**src/sv/hciuh4_pkg.sv**
```systemverilog
package hciuh4_pkg;

    // H4 packet type bytes that the deframer recognises.
    localparam logic [7:0] TYPE_ACL = 8'h02;
    localparam logic [7:0] TYPE_EVT = 8'h04;

    // Packet kind codes as carried on packet_kind.
    localparam logic KIND_EVT = 1'b0;
    localparam logic KIND_ACL = 1'b1;

    // Section codes as carried on section.
    localparam logic [1:0] SEC_TYPE = 2'd0;
    localparam logic [1:0] SEC_HDR  = 2'd1;
    localparam logic [1:0] SEC_PAY  = 2'd2;

    // Header byte positions, counted from zero after the type byte.
    localparam logic [2:0] HDR_IDX_EVT_LEN    = 3'd1;
    localparam logic [2:0] HDR_IDX_ACL_LEN_LO = 3'd2;
    localparam logic [2:0] HDR_IDX_ACL_LEN_HI = 3'd3;

    typedef enum logic [1:0] {
        PH_TYPE = 2'd0,
        PH_HDR  = 2'd1,
        PH_PAY  = 2'd2
    } t_phase;

    typedef struct packed {
        logic [7:0] data_byte;
        logic       packet_kind;
        logic [1:0] section;
        logic       first_of_packet;
        logic       last_of_packet;
        logic       bad_type;
    } t_result;

endpackage

```
**src/sv/hciuh4_if.sv**
```systemverilog
// Input channel: one received UART byte per word.
interface hciuh4_in_if;
    logic       valid;
    logic       ready;
    logic [7:0] rx_byte;

    modport source (output valid, output rx_byte, input ready);
    modport sink   (input valid, input rx_byte, output ready);
endinterface

// Output channel: one tagged byte per word.
interface hciuh4_out_if;
    logic       valid;
    logic       ready;
    logic [7:0] data_byte;
    logic       packet_kind;
    logic [1:0] section;
    logic       first_of_packet;
    logic       last_of_packet;
    logic       bad_type;

    modport source (output valid, output data_byte, output packet_kind, output section,
                    output first_of_packet, output last_of_packet, output bad_type,
                    input ready);
    modport sink   (input valid, input data_byte, input packet_kind, input section,
                    input first_of_packet, input last_of_packet, input bad_type,
                    output ready);
endinterface

```
**src/sv/hciuh4_parser.sv**
```systemverilog
module hciuh4_parser (
    input  logic                i_clk,
    input  logic                i_rst_n,
    input  logic                i_take,
    input  logic [7:0]          i_byte,
    output hciuh4_pkg::t_result o_result
);

    hciuh4_pkg::t_phase r_phase, n_phase;
    logic        r_kind, n_kind;
    logic [2:0]  r_hdr_cnt, n_hdr_cnt;
    logic [7:0]  r_len_lo, n_len_lo;
    logic [15:0] r_remain, n_remain;

    logic        is_known;
    logic        hdr_done;
    logic [15:0] hdr_len;

    always_comb begin
        is_known = (i_byte == hciuh4_pkg::TYPE_EVT) || (i_byte == hciuh4_pkg::TYPE_ACL);
        if (r_kind == hciuh4_pkg::KIND_EVT) begin
            hdr_done = (r_hdr_cnt >= hciuh4_pkg::HDR_IDX_EVT_LEN);
            hdr_len  = {8'd0, i_byte};
        end else begin
            hdr_done = (r_hdr_cnt >= hciuh4_pkg::HDR_IDX_ACL_LEN_HI);
            hdr_len  = {i_byte, r_len_lo};
        end
    end

    // Next state.
    always_comb begin
        n_phase   = r_phase;
        n_kind    = r_kind;
        n_hdr_cnt = r_hdr_cnt;
        n_len_lo  = r_len_lo;
        n_remain  = r_remain;
        case (r_phase)
            hciuh4_pkg::PH_HDR: begin
                n_hdr_cnt = r_hdr_cnt + 3'd1;
                if (r_kind == hciuh4_pkg::KIND_ACL &&
                    r_hdr_cnt == hciuh4_pkg::HDR_IDX_ACL_LEN_LO) begin
                    n_len_lo = i_byte;
                end else if (hdr_done) begin
                    if (hdr_len == 16'd0) begin
                        n_phase = hciuh4_pkg::PH_TYPE;
                    end else begin
                        n_remain = hdr_len;
                        n_phase  = hciuh4_pkg::PH_PAY;
                    end
                end
            end
            hciuh4_pkg::PH_PAY: begin
                if (r_remain <= 16'd1) begin
                    n_remain = 16'd0;
                    n_phase  = hciuh4_pkg::PH_TYPE;
                end else begin
                    n_remain = r_remain - 16'd1;
                end
            end
            default: begin
                n_phase = hciuh4_pkg::PH_TYPE;
                if (is_known) begin
                    n_kind    = (i_byte == hciuh4_pkg::TYPE_ACL) ? hciuh4_pkg::KIND_ACL
                                                                 : hciuh4_pkg::KIND_EVT;
                    n_hdr_cnt = 3'd0;
                    n_len_lo  = 8'd0;
                    n_remain  = 16'd0;
                    n_phase   = hciuh4_pkg::PH_HDR;
                end
            end
        endcase
    end

    // Tags for the byte in hand.
    always_comb begin
        o_result                 = '0;
        o_result.data_byte       = i_byte;
        case (r_phase)
            hciuh4_pkg::PH_HDR: begin
                o_result.packet_kind    = r_kind;
                o_result.section        = hciuh4_pkg::SEC_HDR;
                o_result.last_of_packet = hdr_done && (hdr_len == 16'd0) &&
                    !(r_kind == hciuh4_pkg::KIND_ACL &&
                      r_hdr_cnt == hciuh4_pkg::HDR_IDX_ACL_LEN_LO);
            end
            hciuh4_pkg::PH_PAY: begin
                o_result.packet_kind    = r_kind;
                o_result.section        = hciuh4_pkg::SEC_PAY;
                o_result.last_of_packet = (r_remain <= 16'd1);
            end
            default: begin
                o_result.section         = hciuh4_pkg::SEC_TYPE;
                o_result.packet_kind     = (i_byte == hciuh4_pkg::TYPE_ACL);
                o_result.first_of_packet = is_known;
                o_result.bad_type        = !is_known;
            end
        endcase
    end

    always_ff @(posedge i_clk) begin
        if (!i_rst_n) begin
            r_phase   <= hciuh4_pkg::PH_TYPE;
            r_kind    <= hciuh4_pkg::KIND_EVT;
            r_hdr_cnt <= 3'd0;
            r_len_lo  <= 8'd0;
            r_remain  <= 16'd0;
        end else if (i_take) begin
            r_phase   <= n_phase;
            r_kind    <= n_kind;
            r_hdr_cnt <= n_hdr_cnt;
            r_len_lo  <= n_len_lo;
            r_remain  <= n_remain;
        end
    end

endmodule

```
**src/sv/hci_uart_h4_deframer.sv**
```systemverilog
// A byte accepted at a clock edge is offered as a tagged word from the next cycle.
// One byte per cycle while the sink keeps ready high, set by the single parse pass.
// A new byte is taken while the output register is empty or its word is taken that cycle.
// Reset (synchronous, active low) returns the parser to waiting for a type byte,
// clears the header and length state and empties the output register.
module hci_uart_h4_deframer (
    input  logic         i_clk,
    input  logic         i_rst_n,
    hciuh4_in_if.sink    i_in,
    hciuh4_out_if.source o_out
);

    hciuh4_pkg::t_result parse_res;
    hciuh4_pkg::t_result r_res;
    logic                r_valid;
    logic                take;

    // The output register frees up in the same cycle its word is taken, so a
    // steady stream passes at full rate as long as the sink keeps ready high.
    assign i_in.ready = !r_valid || o_out.ready;
    assign take       = i_in.valid && i_in.ready;

    // The parser holds the framing state and tags each byte in one pass; its
    // state only advances on an accepted word.
    hciuh4_parser u_parser (
        .i_clk    (i_clk),
        .i_rst_n  (i_rst_n),
        .i_take   (take),
        .i_byte   (i_in.rx_byte),
        .o_result (parse_res)
    );

    always_ff @(posedge i_clk) begin
        if (!i_rst_n) begin
            r_valid <= 1'b0;
        end else if (take) begin
            r_valid <= 1'b1;
        end else if (o_out.ready) begin
            r_valid <= 1'b0;
        end
    end

    // Payload of the output register needs no reset: it is only seen with valid.
    always_ff @(posedge i_clk) begin
        if (take) begin
            r_res <= parse_res;
        end
    end

    assign o_out.valid           = r_valid;
    assign o_out.data_byte       = r_res.data_byte;
    assign o_out.packet_kind     = r_res.packet_kind;
    assign o_out.section         = r_res.section;
    assign o_out.first_of_packet = r_res.first_of_packet;
    assign o_out.last_of_packet  = r_res.last_of_packet;
    assign o_out.bad_type        = r_res.bad_type;

endmodule

```
**src/flat_wrapper.sv**
```systemverilog
// flat-port wrapper written by rule: the top's interface ports become plain ports
module hci_uart_h4_deframer_flat 
  (i_clk, i_rst_n, i_in_valid, i_in_rx_byte, i_in_ready, o_out_valid, o_out_data_byte, o_out_packet_kind, o_out_section, o_out_first_of_packet, o_out_last_of_packet, o_out_bad_type, o_out_ready);
  hciuh4_in_if i_in_i ();
  hciuh4_out_if o_out_i ();
  input  logic i_clk;
  input  logic i_rst_n;
  input wire logic [$bits(i_in_i.valid)-1:0] i_in_valid;
  input wire logic [$bits(i_in_i.rx_byte)-1:0] i_in_rx_byte;
  output wire logic [$bits(i_in_i.ready)-1:0] i_in_ready;
  output wire logic [$bits(o_out_i.valid)-1:0] o_out_valid;
  output wire logic [$bits(o_out_i.data_byte)-1:0] o_out_data_byte;
  output wire logic [$bits(o_out_i.packet_kind)-1:0] o_out_packet_kind;
  output wire logic [$bits(o_out_i.section)-1:0] o_out_section;
  output wire logic [$bits(o_out_i.first_of_packet)-1:0] o_out_first_of_packet;
  output wire logic [$bits(o_out_i.last_of_packet)-1:0] o_out_last_of_packet;
  output wire logic [$bits(o_out_i.bad_type)-1:0] o_out_bad_type;
  input wire logic [$bits(o_out_i.ready)-1:0] o_out_ready;
  assign i_in_i.valid = i_in_valid;
  assign i_in_i.rx_byte = i_in_rx_byte;
  assign i_in_ready = i_in_i.ready;
  assign o_out_valid = o_out_i.valid;
  assign o_out_data_byte = o_out_i.data_byte;
  assign o_out_packet_kind = o_out_i.packet_kind;
  assign o_out_section = o_out_i.section;
  assign o_out_first_of_packet = o_out_i.first_of_packet;
  assign o_out_last_of_packet = o_out_i.last_of_packet;
  assign o_out_bad_type = o_out_i.bad_type;
  assign o_out_i.ready = o_out_ready;
  hci_uart_h4_deframer u_core (.i_clk(i_clk), .i_rst_n(i_rst_n), .i_in(i_in_i), .o_out(o_out_i));
endmodule
```
**config.mk**
```make
export PLATFORM = sky130hd
export DESIGN_NAME = hci_uart_h4_deframer_flat
export DESIGN_NICKNAME = d
export VERILOG_FILES = /design/src/sv/hciuh4_pkg.sv /design/src/sv/hciuh4_if.sv /design/src/sv/hciuh4_parser.sv /design/src/sv/hci_uart_h4_deframer.sv /design/src/flat_wrapper.sv
export SDC_FILE = /design/constraint.sdc
export NUM_CORES = 1
export LEC_CHECK = 0
export BUFFER_PORTS_ARGS = -buffer_cell sky130_fd_sc_hd__buf_2
export CAP_MARGIN = 20
export CORE_MARGIN = 2
export CORE_UTILIZATION = 45
export DETAILED_ROUTE_END_ITERATION = 12
export GPL_ROUTABILITY_DRIVEN = 1
export HOLD_SLACK_MARGIN = 0.03
export PLACE_DENSITY = 0.66
export SLEW_MARGIN = 15
export SYNTH_ARGS = -nofsm -noshare
export SYNTH_HDL_FRONTEND = slang
export SYNTH_SLANG_ARGS = --single-unit
```
**constraint.sdc**
```tcl
create_clock -name i_clk -period 3.09 [get_ports i_clk]
set_clock_uncertainty 0.2 [all_clocks]
set_input_delay 0.927 -clock i_clk [delete_from_list [all_inputs] [get_ports i_clk]]
set_output_delay 0.927 -clock i_clk [all_outputs]
set_load 0.05 [all_outputs]
```
* After elaboration in Yosys (flattened, before gate mapping)
Cells that the tools add are included.
Widths: inputs -> output; s select.
** Word-level totals
- Logic and storage cells :: 72
- Flip-flop bits (word level) :: 45
** Operators by class
- Add/sub/neg operators :: 2
- Mux-type cells :: 24
- Reduce and logical (&&, ||, !) cells :: 19
- Bitwise operators :: 2
- $lt $le $gt $ge :: 3
- Equal/unequal tests :: 10
** Operators by type and width (count)
- $mux 16 :: 6
- $pmux 16 s2 :: 1
- $le 16x1->1 const B :: 1
- $logic_not 16->1 :: 1
- $mux 8 :: 2
- $pmux 8 s2 :: 1
- $sub 16x1->16 const B :: 1
- $pmux 3 s2 :: 2
- $ne 2x2->1 const B :: 5
- $eq 8x2->1 const B :: 1
- $eq 8x3->1 const B :: 1
- $mux 2 :: 4
- $reduce_and 4->1 :: 2
- $reduce_and 3->1 :: 2
- $mux 1 :: 5
- $reduce_and 5->1 :: 1
- $logic_and 1x1->1 :: 4
- $pmux 2 s2 :: 1
- $reduce_bool 2->1 :: 2
- $add 3x1->3 const B :: 1
- $eq 3x2->1 const B :: 1
- $ge 3x1->1 const B :: 1
- $ge 3x2->1 const B :: 1
- $logic_not 1->1 :: 3
- other kinds (8) :: 10

* Depth between registers and ports, before layout
Gate-level depths: netlist of run 1.
- Depth in word-level cells :: 6
- Mapped depth :: 9

* Hierarchy
Synthesis of run 1 repeated with hierarchy kept, for this count alone.
** Second synthesis, totals
- Cells, all modules :: 288
- Area, all modules :: 2665.1 um^2
** By module, submodules not included
- hciuh4_parser :: cells each 269, times used 1, area an instance 2187.1 um^2, seq. area each 600.6 um^2
- hci_uart_h4_deframer :: cells each 19, times used 1, area an instance 478.0 um^2, seq. area each 440.4 um^2

* Least setup slack after synthesis of run 1
OpenSTA, ideal clock, no wires.
- Path type :: input -> register
- Start :: input port i_in_rx_byte[6]
- End :: register u_core.u_parser.r_remain[0]
- Library setup time :: 116 ps
- Buffers on the path :: 2
- Cell stages on the path :: 7
- Setup slack :: -166 ps
- Arrival time :: 2940 ps
- Path through :: or4_4 > or3_1 > a221o_1 > or2_1 > buf_6 > buf_6 > o211a_1
** On the way
- Word-level cells in the longest chain between the ends :: 4
** Ends and longest elaborated chain
- from (decl) :: RTL line flat_wrapper.sv:9 : input wire logic [$bits(i_in_i.rx_byte)-1:0] i_in_rx_byte;
- $mux 16, or another cell as far along :: RTL line hciuh4_parser.sv:21 : if (r_kind == hciuh4_pkg::KIND_EVT) begin
- $logic_not 16->1 or $logic_or 1x1->1 (tied branches) :: RTL line hciuh4_parser.sv:44, hciuh4_parser.sv:20
- $ne 2x2->1 (no line) or $reduce_bool 3->1 (tied branches)
- $reduce_and 5->1 (no line) (*)
- to (signal assigned) :: RTL line hciuh4_parser.sv:112 : r_remain <= n_remain;
- to (decl) :: RTL line hciuh4_parser.sv:13 : logic [15:0] r_remain, n_remain;
Every way passes the cells marked *; elsewhere a longest branch is shown, timed or not.
A chain may end at the register's enable or synchronous reset.

* Final worst setup path of run 1
- Start :: input port i_in_rx_byte[3]
- End :: register u_core.u_parser.r_remain[9]
Same word-level chain as after synthesis.

==> impl_metrics.yaml, run 1 <==
sta:
  drv_slew: 0
  max_freq_mhz: 334
  tightest_slew_ns: 0.746
  holdWs_ns: 0.295
  grt_setup_unrepaired: "false"
  hold_viol: 0
  slew_headroom_pct: 49.8
  post-route-min-period_ns: 2.99
  min_period_over_period_pct: 96.8
  finalSetupViolCount: 0
detailed_routing:
  post-route-drc-count: 0
  dr.pass1.iters: 4
  wl_per_cell_um: 16.8
  route.met3.wl_um: 346
  met1Wirelength_mm: 3.04
  met2_length_mm: 3.10
  detail-route-antenna-nets: 0
  vias_per_cell: 5.83
  num_vias: 2273
  finalWirelength_mm: 6.57
  first_iter_violations: 178
  maxUsedRoutingLayer: "met4"
grt:
  first_global_vias: 2142
  grt_max_degree: 19
  antenna_found_initial: 0
  grt_first_pass_wirelength_mm: 10.7
  grt-ovfl-total: 0
  grt_use_total_pct: 21.8
synth:
  avgSynthCellArea_um2: 9.36
  ys_seq_elements: 45
  synthTopCellsByArea: "dfxtp_1, edfxtp_1, mux2i_1"
  synthesis.nets: 297
  netlist.area_leader.share_pct: 24.0
  ys_types: 47
  synthFlopType: "dfxtp_1"
  syn_area_um2: 2580
  synth_edf_count: 14
  synthCells: 276
  synthArstFlopShare_pct: 0
  yosysWarningCount: 0
  ys_seq_area_share_pct: 40.3
  yosys.area.top_type: "dfxtp_1"
power:
  power_density_nw_per_um2: 393
  power_mw: 1.19
  p_leak_nw: 1.25
  power.switching_uw: 302
  p_comb_share_pct: 9.6
  p_seq_share_pct: 52.1
  p_sw_share_pct: 25.3
  p_clk_share_pct: 38.3
  irDropWorstVdd_mv: 0.200
  p_int_uw: 892
place:
  dp_hpwl_mm: 4.76
  gp_congestion: 0.908
  port_buffers: 27
outcome:
  outcome: "completed"
cts:
  htreeDepth: 2
  cts_resized: 0
  clk_latency_ns: 0.31
  cts_tree: "yes"
  cts_hold_buf: 0
  cts_setup_buffers: 0
  cts.path.max_buffers: 2
  cts-root-buf: "clkbuf_8"
  clk_pin_slew_ns: 0.08
  clkSinkCount: 45
  cts_buffers: 5
setup_path:
  setup.worst_path.end: "u_core.u_parser.r_remain[9]"
  cp_max_fo: 16
  required_ns: 3.09
  reg2reg_depth: 6
  critPathLaunch: "i_in_rx_byte[3]"
  r2r_slack_ns: 0.49
  r2r_start: "u_core.u_parser.r_remain[9]"
  end_kind: "flip-flop"
  critPathKind: "in2reg"
  r2r-end: "u_core.u_parser.r_remain[2]"
  cp-start-kind: "primary input"
  arrival_ns: 2.99
final_layout:
  regArea_um2: 1040
  layout-drive-gt1-share_pct: 23.0
  final_core_util_pct: 54.8
  antenna_cells: 0
  fill_cells: 523
  final_cell_mix: "dfxtp_1, buf_2, nand2_1"
  syn_to_final_growth_pct: 17.6
  multi_input_area_um2: 1410
  final_common_cell: "dfxtp_1"
  nNetsFinal: 338
die:
  die_h_um: 79.8
  die_area_um2: 6360
  ios: 28
  initial_core_util_pct: 46.6
  fp.coreArea_um2: 5540
  fp.dieW_um: 79.8
  num_rows: 27
hold_path:
  min_path_type: "reg2reg"
flow_run:
  maxCapViolCount: 0
-- cell usage after synthesis, drive strengths merged (5+ instances only) --
cell type  instances
dfxtp             31
nand2             26
nor2              22
mux2i             16
inv               15
a211oi            14
edfxtp            14
o32ai             14
clkbuf            13
and2              11
a21oi              9
ha                 9
a22oi              8
nor3               7
nor4               7
o21ai              6
a31oi              5
nand2b             5
-- critical path, stage by stage --
cell	delay (ns)
buf_2	0.12
or4_4	0.53
or3_1	0.38
a221o_1	0.32
or2_1	0.26
buf_12	0.17
o32ai_1	0.28
-- registers in the layout, indices dropped and copies added (netlist names) --
register / count
u_core.o_out.data_byte: 8
u_core.o_out.bad_type: 1
u_core.u_parser.r_remain: 16
u_core.u_parser.r_hdr_cnt: 3
u_core.u_parser.r_len_lo: 8
u_core.u_parser.r_kind: 1
u_core.u_parser.r_phase: 2
u_core.o_out.last_of_packet: 1
u_core.o_out.section: 2
u_core.o_out.first_of_packet: 1
u_core.o_out.packet_kind: 1
u_core.o_out.valid: 1
-- power by group through the flow --
stage	Combinational, mW	Sequential, mW	Clock, mW
finish	0.114	0.622	0.458
global route	0.121	0.623	0.493
CTS	0.114	0.622	0.468
detailed placement	0.114	0.636	0
global placement	0.114	0.636	0
floorplan	0.0315	0.673	0
-- how the worst min path moves through the flow --
stage / slack (ns) / endpoint / depth (start not counted) / startpoint
4_1_cts: 0.29 / u_core.u_parser.r_remain[8] / 2 / u_core.u_parser.r_remain[8]
5_1_grt: 0.32 / u_core.u_parser.r_remain[8] / 2 / u_core.u_parser.r_remain[8]
3_5_place_dp: 0.28 / u_core.u_parser.r_remain[8] / 2 / u_core.u_parser.r_remain[8]
6_report: 0.30 / u_core.u_parser.r_remain[11] / 2 / u_core.u_parser.r_remain[11]
2_1_floorplan: 0.25 / u_core.u_parser.r_remain[8] / 2 / u_core.u_parser.r_remain[8]
3_3_place_gp: 0.26 / u_core.u_parser.r_remain[8] / 2 / u_core.u_parser.r_remain[8]
-- metal layers --
metal	up-vias	GRT usage, %
met5	-	0
met4	0	5.59
met3	8	4.19
met2	60	35.1
met1	1084	30.1
li1	1121	-
-- layout make-up --
class / instances / share of cell area, %
clock inverter: 3 / 1.52
sequential: 45 / 34.3
timing repair buffer: 51 / 10.8
multi-input combinational: 199 / 46.3
clock buffer: 5 / 2.27
inverter: 15 / 1.85
tap: 72 / 2.97
-- cell families (layout without fill, tap and decap cells) --
| logic type | after synthesis | after routing | synth area share [%] |
|---|---|---|---|
| xor gates and xnor gates | 1 | 1 | 0.339 |
| muxes | 16 | 16 | 6.20 |
| and+or+nand+nor | 99 | 99 | 19.9 |
| buffers and inverters | 32 | 74 | 5.23 |
| DFF | 45 | 45 | 40.3 |
| AOI/OAI and AO/OA | 74 | 74 | 23.7 |
| adders and majority gates | 9 | 9 | 4.36 |
-- through the flow --
stage                     instance area [um^2]  worst slack (ns)  std cells  TNS (ns)
final                                     3040             0.100        390         0
after global routing                      3040            0.0450        390         0
after CTS                                 3040             0.104        390         0
after detailed placement                  2920            -0.215        382     -2.60
after global placement                    2920            -0.124        382     -1.78
after floorplan                           2590            -0.116        276     -1.15
No activity file was read; power rests on OpenSTA's default activity.
==> run 2, diff against run 1 <==
--- a/config.mk
+++ b/config.mk
@@ -16,4 +16,5 @@
 export SLEW_MARGIN = 15
 export SYNTH_ARGS = -nofsm -noshare
 export SYNTH_HDL_FRONTEND = slang
+export SYNTH_HIERARCHICAL = 1
 export SYNTH_SLANG_ARGS = --single-unit
==> run 2 against run 1 <==
Against the previous run:
- final area shrank 1.6%
- synthesized cell count grew 4.3%
- first-iteration DRC count shrank 24%
- sequential share of layout area grew 0.55 points
- hold slack lost 0.018 ns
==> impl_metrics.yaml, run 2 <==
final_layout:
  antenna_cells: 0
  fin_area_um2: 2990
  final_common_cell: "dfxtp_1"
  final_cells: 390
  largest_reg_flops: 16
  final_core_util_pct: 51.4
  nNetsFinal: 335
  final_cell_mix: "dfxtp_1, nor2_1, buf_2"
  largest_register: "u_core/u_parser/r_remain"
  layout-drive-gt1-share_pct: 19.4
  syn_to_final_growth_pct: 12.2
cts:
  clkSinkCount: 45
  cts.path.max_buffers: 2
  htreeDepth: 2
  cts_setup_buffers: 0
  cts-root-buf: "clkbuf_8"
  cts_hold_buf: 0
  cts_buffers: 5
  cts_tree: "yes"
  clk_latency_ns: 0.30
  clk_pin_slew_ns: 0.09
  cts_resized: 0
grt:
  antenna_found_initial: 0
  grt-ovfl-total: 0
  grt_max_degree: 28
  grt_first_pass_wirelength_mm: 11.5
  first_global_vias: 2208
  grt_use_total_pct: 23.0
place:
  dpl.cell_count: 382
  port_buffers: 27
  gp_congestion: 0.899
  place_area_um2: 2880
  dp_hpwl_mm: 5.03
synth:
  syn_area_um2: 2670
  yosysWarningCount: 6
  synthArstFlopShare_pct: 0
  synth_simple_gate_area_share_pct: 21.5
  synth_mux_area_share_pct: 6.01
  synth_top_family_by_area: "compound AO/OA/AOI/OAI gates"
  synthXorXnorAreaFrac_pct: 0.657
  synthFlopType: "dfxtp_1"
  netlist.area_leader.share_pct: 23.3
  yosys.area.top_type: "dfxtp_1"
  synthesis.nets: 309
  synth_compound_area_share_pct: 22.5
  synthTopCellsByCount: "dfxtp_1, nor2_1, nand2_1"
  ys_seq_elements: 45
  synth_edf_count: 14
  ys_types: 60
  synthTopCellsByArea: "dfxtp_1, edfxtp_1, mux2i_1"
  ys_seq_area_share_pct: 39.1
  synthCells: 288
  avgSynthCellArea_um2: 9.25
  synth_most_common_cell: "dfxtp_1"
  synthAdderAreaFrac_pct: 4.23
sta:
  slew_headroom_pct: 39.5
  post-route-min-period_ns: 2.65
  hold_viol: 0
  fin_tns_setup_ns: 0
  max_freq_mhz: 377
  grt_setup_unrepaired: "false"
  min_period_over_period_pct: 85.9
  tightest_slew_ns: 0.907
  finalSetupViolCount: 0
  drv_slew: 0
die:
  die_h_um: 81.0
  fp.dieW_um: 81.0
  num_rows: 28
  ios: 28
  fp.coreArea_um2: 5820
  initial_core_util_pct: 45.8
  die_area_um2: 6550
detailed_routing:
  dr.pass1.iters: 4
  post-route-drc-count: 0
  vias_per_cell: 6.01
  wl_per_cell_um: 18.2
  detail-route-antenna-nets: 0
  num_vias: 2342
  finalWirelength_mm: 7.12
  first_iter_violations: 135
setup_path:
  reg2reg_depth: 6
  arrival_ns: 2.66
  end_kind: "flip-flop"
  cp_max_fo: 10
  r2r_slack_ns: 0.45
  r2r_start: "u_core/u_parser/r_remain[0]"
  r2r-end: "u_core/u_parser/r_remain[9]"
  required_ns: 3.10
  critPathKind: "in2reg"
  cp-start-kind: "primary input"
power:
  p_leak_nw: 1.10
  power_mw: 1.20
  power_density_nw_per_um2: 400
  irDropWorstVdd_mv: 0.198
hold_path:
  whs_path_depth: 2
  hold_start: "u_core/u_parser/r_remain[7]"
  min_path_type: "reg2reg"
  worstHoldEndpoint: "u_core/u_parser/r_remain[7]"
flow_run:
  maxCapViolCount: 0
outcome:
  outcome: "completed"
run 2: cell types whose count changed after synthesis, moves of 4 or more:
cell      previous run  this run
o32ai_1              6        10
nand2_1             26        18
buf_4                0         9
clkbuf_1            13         8
o32ai_2              8         0
a21oi_1              9        15
inv_1               15        10
a22oi_1              8         2
nor2_1              22        28
run 2: final cells by class:
class                      instances  area, um^2
sequential                        45        1040
timing repair buffer              41         240
clock buffer                       5        68.8
tap                               75        93.8
inverter                          11        41.3
multi-input combinational        210        1460
fill                             563        2830
clock inverter                     3        41.3
run 2: cells by family after synthesis:
family                     count (synthesis)
buffers and inverters                     33
adders and majority gates                  9
and+or+nand+nor                          102
DFF                                       45
muxes                                     16
xor gates and xnor gates                   2
AOI/OAI and AO/OA                         81
run 2: through the flow:
| step | hold slack (ns) | setup WS [ns] |
|---|---|---|
| 3_3_place_gp | 0.253 | 0.216 |
| 5_1_grt | 0.303 | 0.298 |
| 3_5_place_dp | 0.269 | 0.144 |
| 6_report | 0.277 | 0.435 |
| 4_1_cts | 0.282 | 0.455 |
| 2_1_floorplan | 0.239 | 0.473 |
run 2: worst max-delay path: stages:
cell and delay (ns):
buf_2 0.14, nor4_4 0.45, a311oi_1 0.18, o21ba_2 0.36, nand2_1 0.13, buf_4 0.20
o32ai_1 0.27
run 2: routing by layer:
metal | vias to the layer above | global-route usage, % | wire length (um)
met2 | 78 | 38.0 | 3430
met1 | 1124 | 31.5 | 3210
met3 | 10 | 3.56 | 368
li1 | 1130 | - | -
met4 | 0 | 5.76 | 108
met5 | - | 0 | 0
run 2: worst max-delay path by stage:
stage,start,to,slack [ns],cells past startpoint
final,i_in_rx_byte[5],u_core/u_parser/r_remain[14],0.44,7
after global placement,i_in_rx_byte[5],u_core/u_parser/r_remain[1],0.22,7
after global routing,i_in_rx_byte[5],u_core/u_parser/r_remain[7],0.30,7
after detailed placement,i_in_rx_byte[5],u_core/u_parser/r_remain[7],0.14,7
after floorplan,i_in_rx_byte[5],u_core/u_parser/r_remain[1],0.47,6
after CTS,i_in_rx_byte[5],u_core/u_parser/r_remain[7],0.45,7
run 2: where the power goes:
group / switching [mW] / total (mW) / internal [mW]
registers: 0.00339 / 0.623 / 0.620
clock network: 0.207 / 0.445 / 0.238
logic: 0.0951 / 0.127 / 0.0320
total: 0.306 / 1.20 / 0.890
==> run 3, diff against run 2 <==
--- a/config.mk
+++ b/config.mk
@@ -8,11 +8,10 @@
 export BUFFER_PORTS_ARGS = -buffer_cell sky130_fd_sc_hd__buf_2
 export CAP_MARGIN = 20
 export CORE_MARGIN = 2
-export CORE_UTILIZATION = 45
+export CORE_UTILIZATION = 25
 export DETAILED_ROUTE_END_ITERATION = 12
 export GPL_ROUTABILITY_DRIVEN = 1
 export HOLD_SLACK_MARGIN = 0.03
-export PLACE_DENSITY = 0.66
 export SLEW_MARGIN = 15
 export SYNTH_ARGS = -nofsm -noshare
 export SYNTH_HDL_FRONTEND = slang
==> run 3 against run 2 <==
Against the previous run:
- power increased by 1.5%
- hold slack improved by 0.0061 ns
- final cell count increased by 15%
- critical path type is now reg2reg
==> impl_metrics.yaml, run 3 (synthesized netlist as in run 2, its figures left out) <==
outcome:
  outcome: "completed"
die:
  num_rows: 37
  initial_core_util_pct: 25.8
  ios: 28
  fp.dieW_um: 107
  die_h_um: 107
  fp.coreArea_um2: 10300
  die_area_um2: 11500
setup_path:
  cp-start-kind: "flip-flop"
  arrival_ns: 2.63
  end_kind: "flip-flop"
  reg2reg_depth: 7
  required_ns: 3.12
  critPathKind: "reg2reg"
  cp_max_fo: 19
place:
  pre_cts_ws_ns: 0.187
  port_buffers: 27
  dpl.cell_count: 439
  dp_hpwl_mm: 4.99
  gp_congestion: 0.865
sta:
  holdWs_ns: 0.283
  hold_viol: 0
  min_period_over_period_pct: 84.4
  tightest_slew_ns: 0.862
  max_freq_mhz: 384
  grt_setup_unrepaired: "false"
  setup_slack_ns: 0.483
  fin_tns_setup_ns: 0
  slew_headroom_pct: 42.6
  finalSetupViolCount: 0
  drv_slew: 0
  post-route-min-period_ns: 2.61
power:
  irDropWorstVdd_mv: 0.162
  power.switching_uw: 323
  p_seq_share_pct: 51.4
  power_mw: 1.21
  p_leak_nw: 1.08
  power_density_nw_per_um2: 399
  p_sw_share_pct: 26.6
  p_int_uw: 891
  p_comb_share_pct: 9.9
  p_clk_share_pct: 38.7
cts:
  clk_latency_ns: 0.31
  cts_tree: "yes"
  cts_hold_buf: 0
  clkSinkCount: 45
  cts-root-buf: "clkbuf_8"
  htreeDepth: 2
  cts_setup_buffers: 0
  clk_pin_slew_ns: 0.10
  cts_resized: 0
  cts.path.max_buffers: 2
  cts_buffers: 5
detailed_routing:
  post-route-drc-count: 0
  vias_per_cell: 5.28
  num_vias: 2361
  detail-route-antenna-nets: 0
  finalWirelength_mm: 7.02
  dr.pass1.iters: 4
  first_iter_violations: 250
  wl_per_cell_um: 15.7
final_layout:
  antenna_cells: 0
  syn_to_final_growth_pct: 14.1
  final_common_cell: "dfxtp_1"
  final_cell_mix: "dfxtp_1, nor2_1, buf_2"
  final_cells: 447
  largest_register: "u_core/u_parser/r_remain"
  nNetsFinal: 331
  largest_reg_flops: 16
  layout-drive-gt1-share_pct: 18.6
hold_path:
  whs_path_depth: 2
  min_path_type: "reg2reg"
grt:
  grt-ovfl-total: 0
  grt_max_degree: 28
  first_global_vias: 2218
  grt_first_pass_wirelength_mm: 11.5
  grt_use_total_pct: 12.7
  antenna_found_initial: 0
flow_run:
  maxCapViolCount: 0
## run 3: path summary, 6_finish.rpt
path	start	slack [ns]	endpoint
hold / removal	u_core/u_parser/r_remain[7]	0.28	u_core/u_parser/r_remain[7]
setup / recovery	u_core/u_parser/r_phase[0]	0.48	u_core/u_parser/r_remain[9]
setup reg to reg	u_core/u_parser/r_phase[0]	0.48	u_core/u_parser/r_remain[9]
hold reg to reg	u_core/u_parser/r_remain[7]	0.28	u_core/u_parser/r_remain[7]
## run 3: stage by stage
stage | area (um^2) | util [%]
2_1_floorplan | 2670 | -
3_3_place_gp | 2930 | 28.3
3_5_place_dp | 2930 | 28.3
4_1_cts | 3040 | 29.5
5_1_grt | 3040 | 29.5
6_report | 3040 | 29.5
## run 3: critical path: stages (launching register included)
cell     delay [ns]
dfxtp_1        0.36
inv_1          0.07
ha_1           0.41
inv_1          0.16
nand2_1        0.15
a21oi_2        0.67
a32oi_1        0.24
o32ai_1        0.25
## run 3: power by group through the flow
stage | Combinational, mW | Clock (mW) | Sequential [mW]
2_1_floorplan | 0.0480 | 0 | 0.674
3_3_place_gp | 0.120 | 0 | 0.637
3_5_place_dp | 0.121 | 0 | 0.637
4_1_cts | 0.122 | 0.477 | 0.623
5_1_grt | 0.128 | 0.497 | 0.625
6_report | 0.121 | 0.469 | 0.623
## run 3: final cells by class
class / count / area [um^2]
clock buffers: 5 / 68.8
clock inverters: 3 / 46.3
fillers: 1083 / 7280
inverters: 11 / 41.3
multi-input cells: 210 / 1460
flip-flops and latches: 45 / 1040
well taps: 136 / 170
repair buffers: 37 / 210
## run 3: metal layers
layer  wire, um  GRT usage (%)  vias to the layer above
met5          0              0                        -
met4        107           4.36                        0
met3        395           2.48                       12
met2       3290           20.0                       72
met1       3230           17.3                     1147
li1           -              -                     1130
